File: config.mk
export PLATFORM = sky130hd
export DESIGN_NAME = cbpl_addr_unit
export DESIGN_NICKNAME = d
export VERILOG_FILES = /design/src/cbpl_pkg.sv /design/src/cbpl_addr_unit.sv
export SDC_FILE = /design/constraint.sdc
export NUM_CORES = 1
export LEC_CHECK = 0
export BUFFER_PORTS_ARGS = -buffer_cell sky130_fd_sc_hd__clkbuf_2
export CAP_MARGIN = 25
export CORE_MARGIN = 8
export CORE_UTILIZATION = 49
export DETAILED_ROUTE_END_ITERATION = 8
export GPL_TIMING_DRIVEN = 0
export MAX_ROUTING_LAYER = met4
export PLACE_DENSITY = 0.94
export SLEW_MARGIN = 15
export SYNTH_ARGS = -nofsm -noshare
export SYNTH_HDL_FRONTEND = slang
export SYNTH_SLANG_ARGS = --single-unit
File: constraint.sdc
create_clock -name vclk -period 5.5
set_input_delay 1.1 -clock vclk [all_inputs]
set_output_delay 1.1 -clock vclk [all_outputs]
set_load 0.01 [all_outputs]
File: src/cbpl_pkg.sv
// Shared types, constants and codes for the cell bitmap pixel and line engine.
`timescale 1ns / 1ps

package cbpl_pkg;

  // Bitmap geometry, in 8x8 character cells
  localparam int CELL_COLUMNS = 40;
  localparam int CELL_ROWS    = 25;
  localparam int STORE_DEPTH  = 8192;

  localparam int PIX_WIDTH  = CELL_COLUMNS * 8;
  localparam int PIX_HEIGHT = CELL_ROWS * 8;

  // Widths
  localparam int STORE_AW = $clog2(STORE_DEPTH);
  localparam int COORD_W  = 10;  // walking coordinate, room to step past the edge
  localparam int LEN_W    = 9;
  localparam int CALC_W   = 18;  // unclipped byte address
  localparam int CNT_W    = 4;   // pixels covered by one byte step, 1..8

  // Command codes
  localparam logic [2:0] OP_PIXEL = 3'd0;
  localparam logic [2:0] OP_HRUN  = 3'd1;
  localparam logic [2:0] OP_VRUN  = 3'd2;
  localparam logic [2:0] OP_FILL  = 3'd3;
  localparam logic [2:0] OP_READ  = 3'd4;

  // Result status codes
  localparam logic ST_DONE    = 1'b0;
  localparam logic ST_CLIPPED = 1'b1;

  typedef struct packed {
    logic [2:0] opcode;
    logic       set_pixels;
    logic [8:0] x_coord;
    logic [7:0] y_coord;
    logic [8:0] run_length;
    logic [7:0] fill_value;
  } in_item_t;

  typedef struct packed {
    logic [7:0] read_data;
    logic       status;
  } out_item_t;

  // Sequencer states
  typedef enum logic [2:0] {
    S_CLEAR,
    S_IDLE,
    S_STEP,
    S_MODIFY,
    S_READ_WAIT,
    S_FILL,
    S_RESP
  } state_t;

  // Walking position handed to the address unit
  typedef struct packed {
    logic [COORD_W-1:0] cur_x;
    logic [COORD_W-1:0] cur_y;
    logic [LEN_W-1:0]   rem;
    logic               vertical;
  } walk_t;

  // Byte location and mask returned by the address unit
  typedef struct packed {
    logic [STORE_AW-1:0] addr;
    logic                beyond;
    logic [7:0]          mask;
    logic [CNT_W-1:0]    count;
  } loc_t;

  // Store port request
  typedef struct packed {
    logic                we;
    logic [STORE_AW-1:0] waddr;
    logic [7:0]          wdata;
    logic                re;
    logic [STORE_AW-1:0] raddr;
  } mem_req_t;

  // Finished result offered to the output register
  typedef struct packed {
    logic      valid;
    out_item_t item;
  } res_t;

endpackage

File: src/cbpl_addr_unit.sv
// Shared address and mask unit: byte address, pixel mask and step size of one byte step.
`timescale 1ns / 1ps

module cbpl_addr_unit
  import cbpl_pkg::*;
(
  input  walk_t walk,
  output loc_t  loc
);

  logic [CALC_W-1:0] full_addr;
  logic [2:0]        bit_ofs;
  logic [CNT_W-1:0]  room;
  logic [CNT_W-1:0]  count;
  logic [CNT_W-1:0]  stop;

  // Cell-order address: row of cells, byte column, line inside the cell
  assign full_addr = CALC_W'(PIX_WIDTH) * CALC_W'(walk.cur_y[COORD_W-1:3])
                   + CALC_W'({walk.cur_x[COORD_W-1:3], 3'b000})
                   + CALC_W'(walk.cur_y[2:0]);

  // Pixels left in this byte, limited by the remaining run
  assign bit_ofs = walk.cur_x[2:0];
  assign room    = CNT_W'(8) - CNT_W'(bit_ofs);

  always_comb begin
    if (walk.vertical) begin
      count = CNT_W'(1);
    end else if (LEN_W'(room) < walk.rem) begin
      count = room;
    end else begin
      count = walk.rem[CNT_W-1:0];
    end
  end

  assign stop = CNT_W'(bit_ofs) + count;

  always_comb begin
    loc.addr   = full_addr[STORE_AW-1:0];
    loc.beyond = (full_addr >= CALC_W'(STORE_DEPTH));
    loc.count  = count;
    if (walk.vertical) begin
      loc.mask = 8'h80 >> bit_ofs;
    end else begin
      loc.mask = (8'hff >> bit_ofs) & ~(8'hff >> stop);
    end
  end

endmodule

* Word level (Yosys, flattened, before mapping)
Index checks and enable logic that the tools add are counted.
** Storage, ports and cells
- Word-level logic and storage cells :: 15
- Input port bits :: 30
- Output and inout bits :: 26
- Register bits :: 0
** Operators by class
- Bitwise operators :: 2
- Order comparisons :: 2
- Add/subtract/negate cells :: 4
- Mux-type cells :: 3
- Shift operators :: 3
- $mul :: 1
** Operator list (number)
- $add 17x3->18 :: 1
- $ge 18x14->1 const B :: 1
- $add 16x10->17 :: 1
- $shr 8x3->8 const A :: 2
- $mul 3x7->10 const A :: 1
- $lt 4x9->1 :: 1
- $and 8x8->8 :: 1
- $mux 4 :: 2
- $mux 8 :: 1
- $not 8->8 :: 1
- $shr 8x4->8 const A :: 1
- $add 3x4->4 :: 1
- $sub 4x3->4 const A :: 1

* Logic depth before layout (Yosys ltp)
Gate-level depths: netlist (run 1).
- Depth after elaboration :: 9
- Mapped depth :: 15
- Gate-level depth less buffers :: 15

* Worst setup path before layout (run 1)
OpenSTA, ideal clock, no wires.
- Path type :: input-to-output
- From :: in walk[20] (netlist name)
- To :: out loc[8] (netlist name)
- Required time :: 4.400 ns
- Data arrival time :: 4.103 ns
- Path slack :: 0.297 ns
- Stages :: 13
- Path buffers :: 0
- Path through :: inv_1 ha_1 ha_1 ha_1 o21a_1 nor2_1 nor4_4 o211ai_1 ha_1 fa_1 xor2_1 nor2_1 a221oi_1
** RTL lines
- start, declared :: RTL line cbpl_addr_unit.sv:7 : input walk_t walk,
- end, declared :: RTL line cbpl_addr_unit.sv:8 : output loc_t loc

==> flow_summary.yaml, run 1 <==
critical_path:
  startpoint_type: "primary input"
  cp_max_fo: 10
  required_ns: 4.40
  arrival_ns: 4.23
  critPathCaptureType: "output port"
  worstSetupPathType: "primary input to output port"
floorplanning:
  ios: 56
  start_util_pct: 50.6
  die_h_um: 63.4
  core_um2: 2170
  die_w_um: 63.4
  rows: 17
  die-area_um2: 4010
yosys:
  yosysTopAreaCell: "ha_1"
  syn_avg_cell_area_um2: 8.02
  ys_types: 34
  synthCells: 137
  synth_fp_nets: 198
  yosysTopAreaCellShare_pct: 31.9
  synth_area_leaders: "ha_1 32%, inv_1 5.8%, fa_1 5.5%"
  synth_area_um2: 1100
  yosysSeqAreaShare_pct: 0
  ys_warn_count: 0
global_routing:
  grt_pass1_vias: 1143
  grt_use_total_pct: 13.5
  grt_overflow: 0
  grt_start_max_net_pins: 11
  antenna_found_initial: 0
  grt_pass1_wl_um: 4730
power:
  power_mw: 0.198
  power_density_nw_per_um2: 130
  leakage_nw: 0.783
  peakVddDrop_uv: 83.8
timing:
  final-hold-violation-count: 0
  worst_pin_slew_ns: 0.473
  slew_headroom_pct: 67.6
  setup_ws_ns: 0.175
  post-route-min-period_ns: 5.33
  tns_ns: 0
  timing.hold.ws_ns: 2.39
  slew_violations: 0
  period_share_pct: 96.8
  final-setup-viol-count: 0
  max_clock_freq_ghz: 0.188
run_status:
  status: "finished clean"
layout:
  n_clock_buffer: 0
  design_area_um2: 1530
  finalNonFillerCells: 219
  finish.net_count: 254
  syn2layout_area_growth_pct: 39.1
  design.seq.count: 0
  insertedDiodeCount: 0
  regArea_um2: 0
  fill_cells: 170
  drive_gt1_share_pct: 41.9
  final_core_util_pct: 70.4
route:
  viasPerCell: 5.50
  drtIter0Drc: 42
  ant_nets: 0
  routed_wl_um: 3150
  wire_per_inst_um: 14.4
  route.vias.total: 1205
  drcViolationCount: 0
  drtPass1Iterations: 4
placement:
  pre_cts_ws_ns: -0.198
  placed_cell_area_um2: 1380
  placed_cells: 214
  place.detailed.hpwl_um: 2520
  portBuffers: 49
  place_congestion: 0.888
worst_hold_path:
  whs_path_depth: 2
  whs_endpoint: "loc[17]"
  worstHoldStart: "walk[24]"
  min_path_type: "primary input to output port"
clocking:
  cts_hold_buffers: 0
job:
  drv_cap: 0
cells in the final DEF (no fill, tap or decap), drive strengths merged, types with 2 or more instances in the layout:
cell type  Yosys  routed
xnor2          6       6
nor2b          4       4
clkbuf         3      50
o21a           3       3
ha            28      28
mux2i          4       4
o211ai         4       4
nor2          10      10
fa             3       3
a221oi         2       2
o21ai          4       4
a211oi         4       4
xor2           3       3
nand2          7       7
nand2b         2       2
nor3           4       4
a21oi          6       6
nand3          4       4
nor4           2       2
buf            6      13
inv           17      17
a21o           3       3
worst max path at each step:
stage | start | endpoint | cells after the start
6_report | walk[22] | loc[8] | 16
5_1_grt | walk[21] | loc[8] | 16
4_1_cts | walk[21] | loc[10] | 16
3_5_place_dp | walk[21] | loc[10] | 15
3_3_place_gp | walk[21] | loc[10] | 15
2_1_floorplan | walk[20] | loc[8] | 13
cell families (layout without fill, tap and decap cells):
kind of cell | after synthesis | count (layout) | synth area share [%]
AO/OA/AOI/OAI | 30 | 30 | 20.2
multiplexers | 4 | 4 | 3.64
AND/OR/NAND/NOR | 37 | 37 | 19.1
adder cells (fa/ha/maj) | 31 | 31 | 37.4
XOR/XNOR | 9 | 9 | 7.86
buffers and inverters | 26 | 80 | 11.8
cells in the mapped netlist:
library cell   n
ha_1          28
inv_1         17
nor2_1        10
nand2_1        7
a21oi_1        6
buf_4          6
xnor2_1        5
a211oi_1       4
mux2i_1        4
nand3_1        4
nor2b_1        4
nor3_1         4
o211ai_1       4
o21ai_0        4
a21o_1         3
fa_1           3
o21a_1         3
xor2_1         3
a221oi_1       2
clkbuf_1       2
a2111oi_4      1
a21boi_0       1
a31oi_1        1
clkbuf_8       1
nand2b_1       1
nand2b_4       1
nor4_1         1
nor4_4         1
nor4bb_1       1
o21bai_1       1
or2_2          1
or3_1          1
or4_4          1
xnor2_2        1
critical path: stages:
cell and delay (ns):
clkbuf_2 0.14, clkbuf_8 0.19, inv_1 0.08, ha_4 0.24, ha_2 0.31, o21a_1 0.10, nor2_1 0.05, nor4_4 0.35
mux2i_1 0.27, nor2_2 0.10, ha_1 0.33, a21o_1 0.19, a21oi_4 0.19, xnor2_4 0.15, a221oi_2 0.25, buf_2 0.17
timing repair:
action                                  4_1_cts  5_1_grt
buffers inserted                              1        4
pin swaps                                     1        9
resized for setup                             1       23
endpoints found under the setup margin        7        8
endpoints found under the hold margin         0        0
where the power goes:
part | internal [mW] | leakage, nW | total (mW) | switching, mW
Sequential | 0 | 0 | 0 | 0
Combinational | 0.0926 | 0.783 | 0.198 | 0.105
Clock | 0 | 0 | 0 | 0
Total | 0.0926 | 0.783 | 0.198 | 0.105
final cells by class:
cell class                 count  area (um2)  share of cell area, %
timing repair buffer          54         288                   18.8
inverter                      17        63.8                   4.18
tap                           28        35.0                   2.29
buffer                         9        66.3                   4.34
multi-input combinational    111        1070                   70.4
per-layer routing:
layer  vias up  wire length, um  global-route usage (%)
met5         -                0                       -
met4         0               16                   0.836
met3         2              188                    2.30
met2        49             1620                    25.3
met1       562             1330                    15.1
li1        592                -                       -
No activity file was read; power rests on OpenSTA's default activity.
==> run 2: changes to the inputs <==
- ABC_AREA: default -> 1
- CORE_UTILIZATION: 49 -> 50
==> run 2 against run 1 <==
Wire length decreased by 9.5%. Sequential share of layout area unchanged. Synthesized cell count increased by 35%. Hold slack about the same. First-iteration DRC count increased by 36%. Sequential cell count unchanged. Clock-buffer cell count unchanged. Critical path depth increased by 7. Combinational power decreased by 12%. Area after synthesis increased by 8.4%. Largest power group unchanged. Highest routed layer is now met3.
==> flow_summary.yaml, run 2 <==
power:
  leakage_nw: 0.936
  power_density_nw_per_um2: 117
  peakVddDrop_uv: 66.6
layout:
  design.seq.count: 0
  drive_gt1_share_pct: 32.5
  final_common_cell: "clkbuf_2"
  layout_common_cells: "48 x clkbuf_2, 42 x nand2_1, 34 x inv_1"
  finalNonFillerCells: 262
  syn2layout_area_growth_pct: 24.6
  regArea_um2: 0
  finish.net_count: 297
  fill_cells: 209
  n_clock_buffer: 0
  insertedDiodeCount: 0
timing:
  post-route-min-period_ns: 5.25
  max_clock_freq_ghz: 0.191
  period_share_pct: 95.4
  worst_pin_slew_ns: 0.384
  rsz0062_at_grt: "no"
  tns_ns: 0
  final-setup-viol-count: 0
  final-hold-violation-count: 0
  slew_headroom_pct: 74.4
  slew_violations: 0
critical_path:
  required_ns: 4.40
  cp_top_family: "adder cells"
  crit_slowest_cell: "fa_1"
  path_buf_inv: 4
  max_stage_delay_ns: 0.37
  path_cells: "buf_4 -> inv_1 -> ha_2 -> ha_1 -> ha_1 -> nand2_1 -> nand2_1 -> nand2_1 -> nand2_1 -> nand2_2 -> nand2_4 -> a21oi_1 -> o21ai_1 -> ha_2 -> fa_1 -> or2_1 -> nand2_1 -> inv_1 -> nor2_2 -> nand2_1 -> nand2_1 -> nand2_1 -> clkbuf_2"
  cp_max_fo: 9
  cpMostUsedCell: "nand2_1"
  startpoint_type: "primary input"
  arrival_ns: 4.15
  worstSetupPathType: "primary input to output port"
  critPathCaptureType: "output port"
  crit_cells: 23
global_routing:
  grt_overflow: 0
  antenna_found_initial: 0
  grt_use_total_pct: 13.0
  grt_pass1_vias: 1230
  grt_pass1_wl_um: 4740
  grt_start_max_net_pins: 11
yosys:
  synth_fp_nets: 246
  syn_avg_cell_area_um2: 6.44
  synth_area_um2: 1190
  synth_area_leaders: "ha_1 29%, nand2_1 13%, inv_1 11%"
  yosysSeqAreaShare_pct: 0
  ys_types: 28
  yosys-top-cells-count: "42 x nand2_1, 34 x inv_1, 28 x ha_1"
  ys_warn_count: 0
  yosysTopAreaCellShare_pct: 29.4
  yosysMostFrequentCell: "nand2_1"
  yosysTopAreaCell: "ha_1"
  synthCells: 185
placement:
  place_congestion: 0.839
  place.detailed.hpwl_um: 2610
  portBuffers: 49
  placed_cells: 262
route:
  viasPerCell: 4.84
  drtIter0Drc: 57
  drtPass1Iterations: 4
  routed_wl_um: 2850
  ant_nets: 0
  drcViolationCount: 0
  route.vias.total: 1269
  wire_per_inst_um: 10.9
floorplanning:
  ios: 56
  start_util_pct: 53.3
  die_w_um: 64.8
  core_um2: 2230
  die-area_um2: 4200
  rows: 17
  die_h_um: 64.8
worst_hold_path:
  min_path_type: "primary input to output port"
  worstHoldStart: "walk[10]"
  whs_endpoint: "loc[13]"
  whs_path_depth: 2
job:
  drv_cap: 0
run_status:
  status: "finished clean"
clocking:
  post_cts_buffers: 0
[run 2: cell types whose count changed in the layout (fill, tap and decap cells not counted), sizes merged, moves of 4 or more]
cell and change:
o211ai -4, a21oi +5, nand3 +11, xnor2 -4
nand2 +41, mux2i -4, nor2b -4, inv +19
buf -5, a211oi -4, o21ai +5
[run 2: per-layer routing]
metal  vias to the layer above  part of all wire (%)  GRT usage, %
li1                        677                     -             -
met1                       554                    44          14.2
met2                        38                    52          25.3
met3                         0                   4.5          1.37
met4                         0                     0          1.09
met5                         -                     0             -
[run 2: where the power goes]
group | total [mW] | internal (mW) | switching (mW)
Sequential | 0 | 0 | 0
Clock | 0 | 0 | 0
Combinational | 0.174 | 0.0727 | 0.101
[run 2: what timing repair did]
item,4_1_cts,5_1_grt
hold buffers,0,0
endpoints found under the setup margin,0,6
gates resized for setup,0,10
[run 2: cell families (layout without fill, tap and decap cells)]
group                      count (synthesis)  in the layout  synth area share [%]
and+or+nand+nor                           80             80                  34.0
buffers and inverters                     45             94                  16.2
adders and majority gates                 31             31                  34.5
AOI/OAI and AO/OA                         21             21                  9.45
xor gates and xnor gates                   8              8                  5.88
[run 2: per-stage QoR]
step | setup slack, ns | power [mW] | cell area (um2) | hold slack (ns) | util, %
finish | 0.251 | 0.174 | 1480 | 2.39 | 66.4
global route | 0.0113 | 0.196 | 1480 | 2.39 | 66.4
floorplan | 0.437 | 0.116 | 1190 | 2.29 | -
detailed placement | 0.0160 | 0.173 | 1470 | 2.39 | 65.9
global placement | 0.0934 | 0.166 | 1470 | 2.39 | 65.9
CTS | 0.0131 | 0.173 | 1470 | 2.39 | 65.9
[run 2: worst max path at each step]
stage | endpoint | from | slack [ns]
after floorplan | loc[10] | walk[20] | 0.44
after global placement | loc[11] | walk[20] | 0.09
after detailed placement | loc[11] | walk[20] | 0.02
after CTS | loc[11] | walk[20] | 0.01
after global routing | loc[9] | walk[21] | 0.01
final | loc[10] | walk[21] | 0.25
[run 2: layout make-up]
cell class	count	area, um2	share of cell area (%)
Timing Repair Buffer	49	248	16.7
Multi-Input combinational cell	140	1010	67.8
Buffer	9	60.1	4.05
Inverter	36	135	9.11
Tap cell	28	35.0	2.36
