[src/cbpl_pkg.sv]
// Shared types, constants and codes for the cell bitmap pixel and line engine.
`timescale 1ns / 1ps

package cbpl_pkg;

  // Bitmap geometry, in 8x8 character cells
  localparam int CELL_COLUMNS = 40;
  localparam int CELL_ROWS    = 25;
  localparam int STORE_DEPTH  = 8192;

  localparam int PIX_WIDTH  = CELL_COLUMNS * 8;
  localparam int PIX_HEIGHT = CELL_ROWS * 8;

  // Widths
  localparam int STORE_AW = $clog2(STORE_DEPTH);
  localparam int COORD_W  = 10;  // walking coordinate, room to step past the edge
  localparam int LEN_W    = 9;
  localparam int CALC_W   = 18;  // unclipped byte address
  localparam int CNT_W    = 4;   // pixels covered by one byte step, 1..8

  // Command codes
  localparam logic [2:0] OP_PIXEL = 3'd0;
  localparam logic [2:0] OP_HRUN  = 3'd1;
  localparam logic [2:0] OP_VRUN  = 3'd2;
  localparam logic [2:0] OP_FILL  = 3'd3;
  localparam logic [2:0] OP_READ  = 3'd4;

  // Result status codes
  localparam logic ST_DONE    = 1'b0;
  localparam logic ST_CLIPPED = 1'b1;

  typedef struct packed {
    logic [2:0] opcode;
    logic       set_pixels;
    logic [8:0] x_coord;
    logic [7:0] y_coord;
    logic [8:0] run_length;
    logic [7:0] fill_value;
  } in_item_t;

  typedef struct packed {
    logic [7:0] read_data;
    logic       status;
  } out_item_t;

  // Sequencer states
  typedef enum logic [2:0] {
    S_CLEAR,
    S_IDLE,
    S_STEP,
    S_MODIFY,
    S_READ_WAIT,
    S_FILL,
    S_RESP
  } state_t;

  // Walking position handed to the address unit
  typedef struct packed {
    logic [COORD_W-1:0] cur_x;
    logic [COORD_W-1:0] cur_y;
    logic [LEN_W-1:0]   rem;
    logic               vertical;
  } walk_t;

  // Byte location and mask returned by the address unit
  typedef struct packed {
    logic [STORE_AW-1:0] addr;
    logic                beyond;
    logic [7:0]          mask;
    logic [CNT_W-1:0]    count;
  } loc_t;

  // Store port request
  typedef struct packed {
    logic                we;
    logic [STORE_AW-1:0] waddr;
    logic [7:0]          wdata;
    logic                re;
    logic [STORE_AW-1:0] raddr;
  } mem_req_t;

  // Finished result offered to the output register
  typedef struct packed {
    logic      valid;
    out_item_t item;
  } res_t;

endpackage

[src/cbpl_ctrl.sv]
// Command sequencer: decodes an item, walks runs byte by byte, sweeps the store.
`timescale 1ns / 1ps

module cbpl_ctrl
  import cbpl_pkg::*;
(
  input  logic       clk,
  input  logic       rst_n,
  input  logic       in_valid,
  input  in_item_t   in_item,
  output logic       idle,
  output walk_t      walk,
  input  loc_t       loc,
  output mem_req_t   mem_req,
  input  logic [7:0] rd_data,
  output res_t       res,
  input  logic       res_ready
);

  state_t state_r, state_nxt;

  logic [2:0]          op_r, op_nxt;
  logic                ink_r, ink_nxt;
  logic [COORD_W-1:0]  cur_x_r, cur_x_nxt;
  logic [COORD_W-1:0]  cur_y_r, cur_y_nxt;
  logic [LEN_W-1:0]    rem_r, rem_nxt;
  logic [7:0]          fill_r, fill_nxt;
  logic [STORE_AW-1:0] sweep_r, sweep_nxt;
  logic [STORE_AW-1:0] addr_r, addr_nxt;
  logic [7:0]          mask_r, mask_nxt;
  logic [CNT_W-1:0]    step_n_r, step_n_nxt;
  logic [7:0]          data_r, data_nxt;
  logic                status_r, status_nxt;

  logic on_map;
  logic vertical;
  logic at_edge;
  logic sweep_last;

  assign on_map = ({1'b0, in_item.x_coord} < COORD_W'(PIX_WIDTH))
               && (COORD_W'(in_item.y_coord) < COORD_W'(PIX_HEIGHT));
  assign vertical = (op_r == OP_VRUN);
  assign at_edge  = vertical ? (cur_y_r >= COORD_W'(PIX_HEIGHT))
                             : (cur_x_r >= COORD_W'(PIX_WIDTH));
  assign sweep_last = (sweep_r == STORE_AW'(STORE_DEPTH - 1));

  assign idle = (state_r == S_IDLE);

  // Current walking position to the address unit
  assign walk.cur_x    = cur_x_r;
  assign walk.cur_y    = cur_y_r;
  assign walk.rem      = rem_r;
  assign walk.vertical = vertical;

  // Control registers
  always_ff @(posedge clk) begin
    if (!rst_n) begin
      state_r <= S_CLEAR;
      sweep_r <= '0;
    end else begin
      state_r <= state_nxt;
      sweep_r <= sweep_nxt;
    end
  end

  // Payload registers
  always_ff @(posedge clk) begin
    op_r     <= op_nxt;
    ink_r    <= ink_nxt;
    cur_x_r  <= cur_x_nxt;
    cur_y_r  <= cur_y_nxt;
    rem_r    <= rem_nxt;
    fill_r   <= fill_nxt;
    addr_r   <= addr_nxt;
    mask_r   <= mask_nxt;
    step_n_r <= step_n_nxt;
    data_r   <= data_nxt;
    status_r <= status_nxt;
  end

  // Next state and outputs
  always_comb begin
    state_nxt  = state_r;
    op_nxt     = op_r;
    ink_nxt    = ink_r;
    cur_x_nxt  = cur_x_r;
    cur_y_nxt  = cur_y_r;
    rem_nxt    = rem_r;
    fill_nxt   = fill_r;
    sweep_nxt  = sweep_r;
    addr_nxt   = addr_r;
    mask_nxt   = mask_r;
    step_n_nxt = step_n_r;
    data_nxt   = data_r;
    status_nxt = status_r;
    mem_req    = '0;
    res.valid  = 1'b0;
    res.item.read_data = data_r;
    res.item.status    = status_r;

    case (state_r)
      // Zero sweep after reset
      S_CLEAR: begin
        mem_req.we    = 1'b1;
        mem_req.waddr = sweep_r;
        mem_req.wdata = 8'h00;
        sweep_nxt     = sweep_r + STORE_AW'(1);
        if (sweep_last) begin
          sweep_nxt = '0;
          state_nxt = S_IDLE;
        end
      end

      // Take and decode a command
      S_IDLE: begin
        if (in_valid) begin
          op_nxt     = in_item.opcode;
          ink_nxt    = in_item.set_pixels;
          cur_x_nxt  = COORD_W'(in_item.x_coord);
          cur_y_nxt  = COORD_W'(in_item.y_coord);
          fill_nxt   = in_item.fill_value;
          data_nxt   = 8'h00;
          status_nxt = ST_DONE;
          if (in_item.opcode == OP_PIXEL || in_item.opcode == OP_READ) begin
            rem_nxt = LEN_W'(1);
          end else begin
            rem_nxt = in_item.run_length;
          end
          if (in_item.opcode == OP_FILL) begin
            sweep_nxt = '0;
            state_nxt = S_FILL;
          end else if (!(in_item.opcode inside {OP_PIXEL, OP_HRUN, OP_VRUN, OP_READ})) begin
            state_nxt = S_RESP;
          end else if (!on_map) begin
            status_nxt = ST_CLIPPED;
            state_nxt  = S_RESP;
          end else begin
            state_nxt = S_STEP;
          end
        end
      end

      // One byte step: check the edge and the store, then read the byte
      S_STEP: begin
        if (rem_r == '0) begin
          state_nxt = S_RESP;
        end else if (at_edge || loc.beyond) begin
          status_nxt = ST_CLIPPED;
          state_nxt  = S_RESP;
        end else begin
          mem_req.re    = 1'b1;
          mem_req.raddr = loc.addr;
          addr_nxt      = loc.addr;
          mask_nxt      = loc.mask;
          step_n_nxt    = loc.count;
          state_nxt     = (op_r == OP_READ) ? S_READ_WAIT : S_MODIFY;
        end
      end

      // Merge the mask into the byte and advance
      S_MODIFY: begin
        mem_req.we    = 1'b1;
        mem_req.waddr = addr_r;
        mem_req.wdata = ink_r ? (rd_data | mask_r) : (rd_data & ~mask_r);
        rem_nxt       = rem_r - LEN_W'(step_n_r);
        if (vertical) begin
          cur_y_nxt = cur_y_r + COORD_W'(1);
        end else begin
          cur_x_nxt = cur_x_r + COORD_W'(step_n_r);
        end
        state_nxt = S_STEP;
      end

      S_READ_WAIT: begin
        data_nxt  = rd_data;
        state_nxt = S_RESP;
      end

      // Fill sweep, one byte a cycle
      S_FILL: begin
        mem_req.we    = 1'b1;
        mem_req.waddr = sweep_r;
        mem_req.wdata = fill_r;
        sweep_nxt     = sweep_r + STORE_AW'(1);
        if (sweep_last) begin
          sweep_nxt = '0;
          state_nxt = S_RESP;
        end
      end

      S_RESP: begin
        res.valid = 1'b1;
        if (res_ready) begin
          state_nxt = S_IDLE;
        end
      end

      default: begin
        state_nxt = S_IDLE;
      end
    endcase
  end

  // A store write only comes from a sweep or the modify step
  a_write_source: assert property (@(posedge clk) disable iff (!rst_n)
    mem_req.we |-> (state_r == S_CLEAR || state_r == S_FILL || state_r == S_MODIFY))
    else $error("store write outside sweep or modify");

  // A byte step never covers more pixels than the run has left
  a_step_fits: assert property (@(posedge clk) disable iff (!rst_n)
    state_r == S_MODIFY |-> (step_n_r != '0 && LEN_W'(step_n_r) <= rem_r))
    else $error("byte step exceeds remaining run");

  // Modify and read wait always follow a step that issued the read
  a_read_before_use: assert property (@(posedge clk) disable iff (!rst_n)
    (state_r == S_MODIFY || state_r == S_READ_WAIT) |-> $past(state_r) == S_STEP)
    else $error("store data used without a read");

  // A taken result frees the sequencer for the next item
  a_resp_release: assert property (@(posedge clk) disable iff (!rst_n)
    (state_r == S_RESP && res_ready) |=> state_r == S_IDLE)
    else $error("sequencer stuck after result taken");

endmodule

[config.mk]
export PLATFORM = sky130hd
export DESIGN_NAME = cbpl_ctrl
export DESIGN_NICKNAME = d
export VERILOG_FILES = /design/src/cbpl_pkg.sv /design/src/cbpl_ctrl.sv
export SDC_FILE = /design/constraint.sdc
export NUM_CORES = 1
export LEC_CHECK = 0
export ABC_CLOCK_PERIOD_IN_PS = 6850
export CORE_ASPECT_RATIO = 0.9
export CORE_MARGIN = 1
export CORE_UTILIZATION = 55
export CTS_CLUSTER_SIZE = 30
export DETAILED_ROUTE_END_ITERATION = 8
export DONT_BUFFER_PORTS = 1
export PLACE_DENSITY = 0.72
export SLEW_MARGIN = 20
export SYNTH_ARGS = -nofsm -noshare
export SYNTH_HDL_FRONTEND = slang
export SYNTH_SLANG_ARGS = --single-unit
[constraint.sdc]
create_clock -name clk -period 6.85 [get_ports clk]
set_clock_uncertainty 0.2 [all_clocks]
set_input_delay 1.0275 -clock clk [delete_from_list [all_inputs] [get_ports clk]]
set_output_delay 1.0275 -clock clk [all_outputs]
set_load 0.05 [all_outputs]
# Word level (Yosys, flattened, before mapping)

Index checks and enable logic that the tools add are counted.

Magnitude comparators: 4
Reduce and logical (&&, ||, !) cells: 21
Equal/unequal tests: 22
Add/subtract/negate cells: 4
Bitwise logic cells: 5
Multiplexer cells: 40

Operators by type and width:

| operator              | number |
|---|---|
| $pmux 22 s3           | 1 |
| $mux 14               | 3 |
| $mux 10               | 4 |
| $pmux 10 s2           | 2 |
| $mux 13               | 3 |
| $mux 3                | 10 |
| $pmux 13 s2           | 1 |
| $pmux 3 s7            | 1 |
| $mux 9                | 2 |
| $pmux 9 s2            | 1 |
| $mux 8                | 2 |
| $ne 2x2->1 const B    | 8 |
| $pmux 8 s2            | 1 |
| $eq 3x2->1 const B    | 5 |
| $eq 3x3->1 const B    | 5 |
| $add 13x1->13 const B | 1 |
| $eq 13x13->1 const B  | 1 |
| $reduce_and 3->1      | 4 |
| $add 10x1->10 const B | 1 |
| $add 10x4->10         | 1 |
| $ge 10x8->1 const B   | 1 |
| $ge 10x9->1 const B   | 1 |
| $logic_not 9->1       | 1 |
| $lt 9x9->1 const B    | 1 |
| 18 further kinds      | 35 |

Bits in registers: 91
Logic and storage cells: 109
Output and inout bits: 77
Input port bits: 76

# Depth between registers and ports, before layout

Gate-level depths: netlist (run 1).

Depth in word-level cells: 7
Mapped depth: 8
Mapped depth without buffers: 8

# Least setup slack after synthesis (run 1)

No wires, ideal clock.

Path type: in2out
From: input loc[12] (netlist bit)
To: output mem_req[10] (netlist bit)
Buffers on the path: 1
Data required time: 5.622 ns
Stages: 4
Path slack: 3.227 ns
Arrival: 2.395 ns
Cell sequence: or4b_1 a21oi_2 buf_6 and2_4

RTL lines:

| item            | line            | source |
|---|---|---|
| start, declared | cbpl_ctrl.sv:13 | `input loc_t loc,` |
| end, declared   | cbpl_ctrl.sv:14 | `output mem_req_t mem_req,` |

==> results_dict.tcl, run 1 <==
set metrics [dict create \
    track_usage 0.2182 \
    grt-ovfl-total 0 \
    clock.fmax_mhz 223.8 \
    antennaDiodeCount 0 \
    rows 31 \
    grt_start_max_net_pins 64 \
    power_density_nw_per_um2 188.1 \
    post_drt_wl_per_cell_um 17.83 \
    numPortBuffers 0 \
    clk_root_buffer_cell "clkbuf_8" \
    final_cells 543 \
    antenna_found_initial 0 \
    required_ns 5.62 \
    vias 3125 \
    cts_tree "done" \
    fp.dieH_um 90.18 \
    fin_tns_setup_ns 0 \
    maxSlewViolCount 0 \
    crit_arrival_ns 3.24 \
    ant_nets 0 \
    die-area_um2 9016 \
    synth_top_area_share 0.4739 \
    vias_per_cell 5.755 \
    syn_inst 429 \
    final_nets 512 \
    r2r_cells 4 \
    cts_buffers 9 \
    syn2layout_area_growth_pct 5.292 \
    first_pass_iters 4 \
    drive_above_1_share 0.1098 \
    end_kind "primary output" \
    synth-edff-count 75 \
    multi_input_area_um2 2031 \
    grt_first_pass_wirelength_um 15140 \
    min_to "sweep_r[12]" \
    post-route-period-util 0.6524 \
    cts_setup_buffers 0 \
    die_w_um 99.98 \
    grt_pass1_vias 3036 \
    syn_nets 518 \
    min_period_ns 4.469 \
    routabilityCongestion 0.7888 \
    h-tree-depth 3 \
    cts_max_path_buffers 2 \
    maxSlewHeadroom 0.3320 \
    ys_top_cells_by_area "edfxtp_1 47%, dfxtp_1 6.7%, o21ai_0 4.7%" \
    synth-main-ff-cell "edfxtp_1" \
    place_hpwl_um 7060 \
    core_um2 8223 \
    finalHoldViolations 0 \
    hold_path_depth 2 \
    drc_errors 0 \
    crit_fanout 26 \
    vdd_drop_max_v 0.0001350 \
    fillCellCount 683 \
    worstHoldStart "sweep_r[12]" \
    clkTransAtPathRegs_ns 0.09 \
    netlist_area_um2 4752 \
    initial_core_util 0.5779 \
    status "finished, final reports clean" \
    hp-class "flop to flop" \
    cts_resized 0 \
    insertion_delay_ns 0.34 \
    synth_top_area_cell "edfxtp_1" \
    regToRegStartpoint "cur_x_r[6]" \
    cap_violations 0 \
    critical_path_class "flop to primary output" \
    startpoint_type "flop" \
    setup_viol 0 \
    timing.rr.end "addr_r[5]" \
    synth_cell_types 60 \
    seq_area_um2 2572 \
    num_io_pins 153 \
    power.total_mw 0.9414 \
    cts_hold_buffers 0 \
    synth.avg_cell_area_um2 11.08 \
    rrSetupSlack_ns 3.73 \
    finalWirelength_um 9683 \
    clkSinkCount 91 \
    async_reset_ff_frac 0 \
    p_leak_nw 1.809 \
    ys_ff_latch 91 \
    synth_warnings 0 \
    drt_iter0_markers 153 \
    tightestPinTransition_ns 1.000 \
    synth_seq_area_share 0.5413 \
    rsz0062_at_grt "false" \
    placed_cells 527 \
]
## through the flow
step                      setup slack (ns)  instance area [µm²]    util  hold slack, ns
after detailed placement             2.515                 4828  0.5872          0.2743
after global placement               2.546                 4828  0.5872          0.2586
after global routing                 2.181                 5004  0.6085          0.3048
final                                2.381                 5004  0.6085          0.2867
after floorplan                      3.227                 4752       -          0.2367
after CTS                            2.318                 4999  0.6079          0.2881
## layout by cell type, fill, tap and decap left out, types with 11 or more instances in the layout
| master | n |
|---|---|
| nand3_1 | 17 |
| nor2_1 | 25 |
| inv_1 | 17 |
| ha_1 | 11 |
| edfxtp_1 | 75 |
| o21ai_0 | 37 |
| nand2_1 | 46 |
| dfxtp_1 | 16 |
| xor2_1 | 19 |
| a22o_1 | 13 |
| xnor2_1 | 12 |
## critical path: stages (launching register included)
cell	delay, ns
edfxtp_1	0.66
o21ai_0	0.23
or4b_1	0.53
a21oi_4	0.73
buf_4	0.43
and2_4	0.30
## registers in the layout (all words and copies together), names as in the netlist
signal	count
addr_r	13
cur_x_r	10
cur_y_r	10
data_r	8
fill_r	8
ink_r	1
mask_r	8
op_r	3
rem_r	9
state_r	3
status_r	1
step_n_r	4
sweep_r	13
## how the worst max path moves through the flow
stage               cells after the start       start          end
finish                                  5  cur_x_r[6]   mem_req[4]
global placement                        4     loc[12]   mem_req[4]
global route                            5  cur_y_r[4]   mem_req[4]
detailed placement                      4     loc[12]   mem_req[4]
CTS                                     5  cur_x_r[6]   mem_req[4]
floorplan                               4     loc[12]  mem_req[10]
## kinds of logic after synthesis
| family | synth area share |
|---|---|
| AO/OA/AOI/OAI | 0.1274 |
| XOR/XNOR | 0.05714 |
| adder cells (fa/ha/maj) | 0.03739 |
| buffers and inverters | 0.03554 |
| flip-flops | 0.5413 |
| multiplexers | 0.01896 |
| AND/OR/NAND/NOR | 0.1822 |
## metal layers
| layer | up-vias | wire length [µm] | global-route usage |
|---|---|---|---|
| met2 | 124 | 4642 | 0.3552 |
| met3 | 4 | 919 | 0.07543 |
| met5 | - | 0 | 0 |
| met1 | 1461 | 4079 | 0.2839 |
| met4 | 0 | 42 | 0.04348 |
| li1 | 1536 | - | - |
## power breakdown
group | switching (mW) | internal [mW]
clock | 0.183 | 0.134
sequential | 0.00175 | 0.597
combinational | 0.0159 | 0.00895
total | 0.201 | 0.741
## Yosys cell counts, drive strengths merged (2+ instances only)
library cell	count
nor3	5
o211ai	2
a211oi	3
mux2i	9
nand3	17
nand2	47
ha	11
fa	2
or4	2
nor2b	8
nand4	8
buf	10
xnor2	12
o311ai	2
inv	17
o31ai	5
clkbuf	10
or2	4
edfxtp	75
xor2	19
a21oi	10
o21ai	45
nor2	25
and3	4
or3	3
and2	23
nor3b	3
a22o	13
nand2b	3
dfxtp	16
## cell type report
class | instances | share of cell area
repair buffers | 3 | 0.004501
clock buffers | 11 | 0.02626
inverters | 17 | 0.01275
flip-flops and latches | 91 | 0.5141
well taps | 115 | 0.02876
multi-input cells | 301 | 0.4059
clock inverters | 5 | 0.007752
Power figures use the tool's default switching activity.
==> run 2, diff against run 1 <==
--- a/config.mk
+++ b/config.mk
@@ -5,7 +5,8 @@
 export SDC_FILE = /design/constraint.sdc
 export NUM_CORES = 1
 export LEC_CHECK = 0
-export ABC_CLOCK_PERIOD_IN_PS = 6850
+export ABC_AREA = 1
+export ABC_CLOCK_PERIOD_IN_PS = 4360
 export CORE_ASPECT_RATIO = 0.9
 export CORE_MARGIN = 1
 export CORE_UTILIZATION = 55
==> constraint.sdc (replaced) <==
create_clock -name clk -period 4.36 [get_ports clk]
set_clock_uncertainty 0.2 [all_clocks]
set_input_delay 0.654 -clock clk [delete_from_list [all_inputs] [get_ports clk]]
set_output_delay 0.654 -clock clk [all_outputs]
set_load 0.05 [all_outputs]
==> run 2 against run 1 <==
- clock power increased by 80%
- routed wire length up 7.8%
- global-route usage grew 1.4 points
- sequential share of layout area down 2.5 points
- hold slack worse by 0.11 ns
- critical endpoint is now mem_req[13]
==> results_dict.tcl, run 2 <==
set metrics [dict create \
    post_drt_wl_per_cell_um 15.13 \
    synth-edff-count 75 \
    vias_per_cell 5.325 \
    cap_violations 0 \
    crit_family "simple AND/OR/NAND/NOR gates" \
    netlist_area_um2 4861 \
    finalWirelength_um 10440 \
    min_to "addr_r[5]" \
    syn_nets 641 \
    final_cell_mix "112 x nand2_1, 84 x inv_1, 75 x edfxtp_1, 72 x nor2_1, 39 x o21ai_0" \
    cts_setup_buffers 0 \
    status "finished, final reports clean" \
    layout_commonest_cell "nand2_1" \
    antenna_found_initial 0 \
    p_switching_mw 0.3744 \
    path_cells "nand2_1 > nand3_1 > a21oi_1 > nand2_1 > nor2_1 > nand2_1 > inv_1" \
    final_nets 655 \
    required_ns 3.51 \
    num_io_pins 153 \
    ys_ff_latch 91 \
    insertion_delay_ns 0.37 \
    rsz0062_at_grt "false" \
    power_density_nw_per_um2 295.8 \
    cts_hold_buffers 0 \
    first_pass_iters 4 \
    cts_max_path_buffers 2 \
    place_hpwl_um 7782 \
    die_w_um 101.1 \
    synth_common_cells "112 x nand2_1, 84 x inv_1, 75 x edfxtp_1" \
    swShare 0.2407 \
    end_kind "primary output" \
    clock.fmax_mhz 291.0 \
    startpoint_type "flop" \
    rows 32 \
    intPower_mw 1.181 \
    seq_area_um2 2572 \
    tightestPinTransition_ns 1.009 \
    grt_pass1_vias 3481 \
    hp-class "input port to flop" \
    die-area_um2 9218 \
    multi_input_area_um2 1866 \
    ys_top_cells_by_area "edfxtp_1 46%, nand2_1 8.6%, dfxtp_1 6.6%" \
    finalHoldViolations 0 \
    synth_warnings 0 \
    synth.most_common_cell "nand2_1" \
    crit_path_top_delay_cell "edfxtp_1" \
    cts_resized 0 \
    p_clk_frac 0.366 \
    synth_seq_area_share 0.5292 \
    rrSetupSlack_ns 1.29 \
    track_usage 0.2325 \
    h-tree-depth 3 \
    crit_fanout 14 \
    grt_first_pass_wirelength_um 16460 \
    synth-main-ff-cell "edfxtp_1" \
    regToRegStartpoint "cur_x_r[7]" \
    fp.dieH_um 91.19 \
    cp.buffers_inverters 1 \
    crit_path_frequent_cell "nand2_1" \
    async_reset_ff_frac 0 \
    setup_viol 0 \
    routabilityCongestion 0.8169 \
    core_um2 8568 \
    r2r_cells 8 \
    hold_slack_ns 0.1735 \
    timing.rr.end "addr_r[2]" \
    clk_root_buffer_cell "clkbuf_8" \
    grt_start_max_net_pins 43 \
    ant_nets 0 \
    post-route-period-util 0.7883 \
    worstHoldStart "loc[18]" \
    fillCellCount 770 \
    max_stage_delay_ns 0.67 \
    numPortBuffers 0 \
    drive_above_1_share 0.08757 \
    fin_tns_setup_ns 0 \
    grt-ovfl-total 0 \
    cts_tree "done" \
    clkTransAtPathRegs_ns 0.10 \
    initial_core_util 0.5673 \
    drc_errors 0 \
    min_period_ns 3.437 \
    crit_arrival_ns 2.58 \
    hold_path_depth 0 \
    synth.avg_cell_area_um2 8.806 \
    drt_iter0_markers 115 \
    seq_power_share 0.605 \
    synth_cell_types 36 \
    maxSlewViolCount 0 \
    p_leak_nw 2.160 \
    synth_top_area_cell "edfxtp_1" \
    synth_top_area_share 0.4633 \
    antennaDiodeCount 0 \
    p_comb_frac 0.029 \
    top_regs "addr_r: 13 flops, sweep_r: 13 flops" \
    syn_inst 552 \
    vias 3674 \
    maxSlewHeadroom 0.3231 \
    cts_buffers 9 \
    critical_path_class "flop to primary output" \
    clkSinkCount 91 \
    vdd_drop_max_v 0.0002840 \
    syn2layout_area_growth_pct 8.185 \
]
==> run 2: metal layers <==
metal / track usage / share of wire
met1: 0.2719 / 0.41
met2: 0.3980 / 0.49
met4: 0.06643 / 0.0095
met5: 0 / 0
met3: 0.08391 / 0.092
==> run 2: worst max-delay path by stage <==
stage	start	cells after the start	to
after floorplan	cur_x_r[7]	8	mem_req[13]
after global placement	cur_x_r[7]	7	mem_req[13]
after detailed placement	cur_x_r[7]	8	step_n_r[3]
after CTS	cur_x_r[7]	7	mem_req[13]
after global routing	cur_x_r[7]	7	mem_req[13]
final	cur_x_r[7]	7	mem_req[13]
==> run 2: area by class of cell <==
class                           count  share of cell area
Sequential cell                    91              0.4892
Clock inverter                      7             0.01499
Timing Repair Buffer               18             0.02570
Inverter                           88             0.06353
Multi-Input combinational cell    358              0.3547
Clock buffer                        9             0.02355
Tap cell                          119             0.02831
==> run 2: power groups by stage <==
stage | sequential, mW | clock (mW) | combinational (mW)
floorplan | 0.960 | 0 | 0.0389
global placement | 0.960 | 0 | 0.0442
detailed placement | 0.960 | 0 | 0.0455
CTS | 0.940 | 0.584 | 0.0457
global route | 0.941 | 0.617 | 0.0515
finish | 0.940 | 0.570 | 0.0453
==> run 2: kinds of logic after synthesis <==
logic type      after synthesis  synth area share
compound gates               87            0.1027
flops                        91            0.5292
fa+ha+maj                    13           0.03655
xor+xnor                     15           0.02703
simple gates                243            0.2152
buf+inv                     103           0.08932
==> run 2: per-stage QoR <==
step / cell area (µm²) / worst slack [ns] / utilization / total power, mW / instances
after floorplan: 4861 / 1.215 / - / 0.9988 / 552
after global placement: 5056 / 1.338 / 0.5901 / 1.004 / 674
after detailed placement: 5056 / 1.254 / 0.5901 / 1.006 / 674
after CTS: 5259 / 0.8776 / 0.6138 / 1.570 / 690
after global routing: 5259 / 0.7169 / 0.6138 / 1.609 / 690
final: 5259 / 0.9231 / 0.6138 / 1.556 / 690
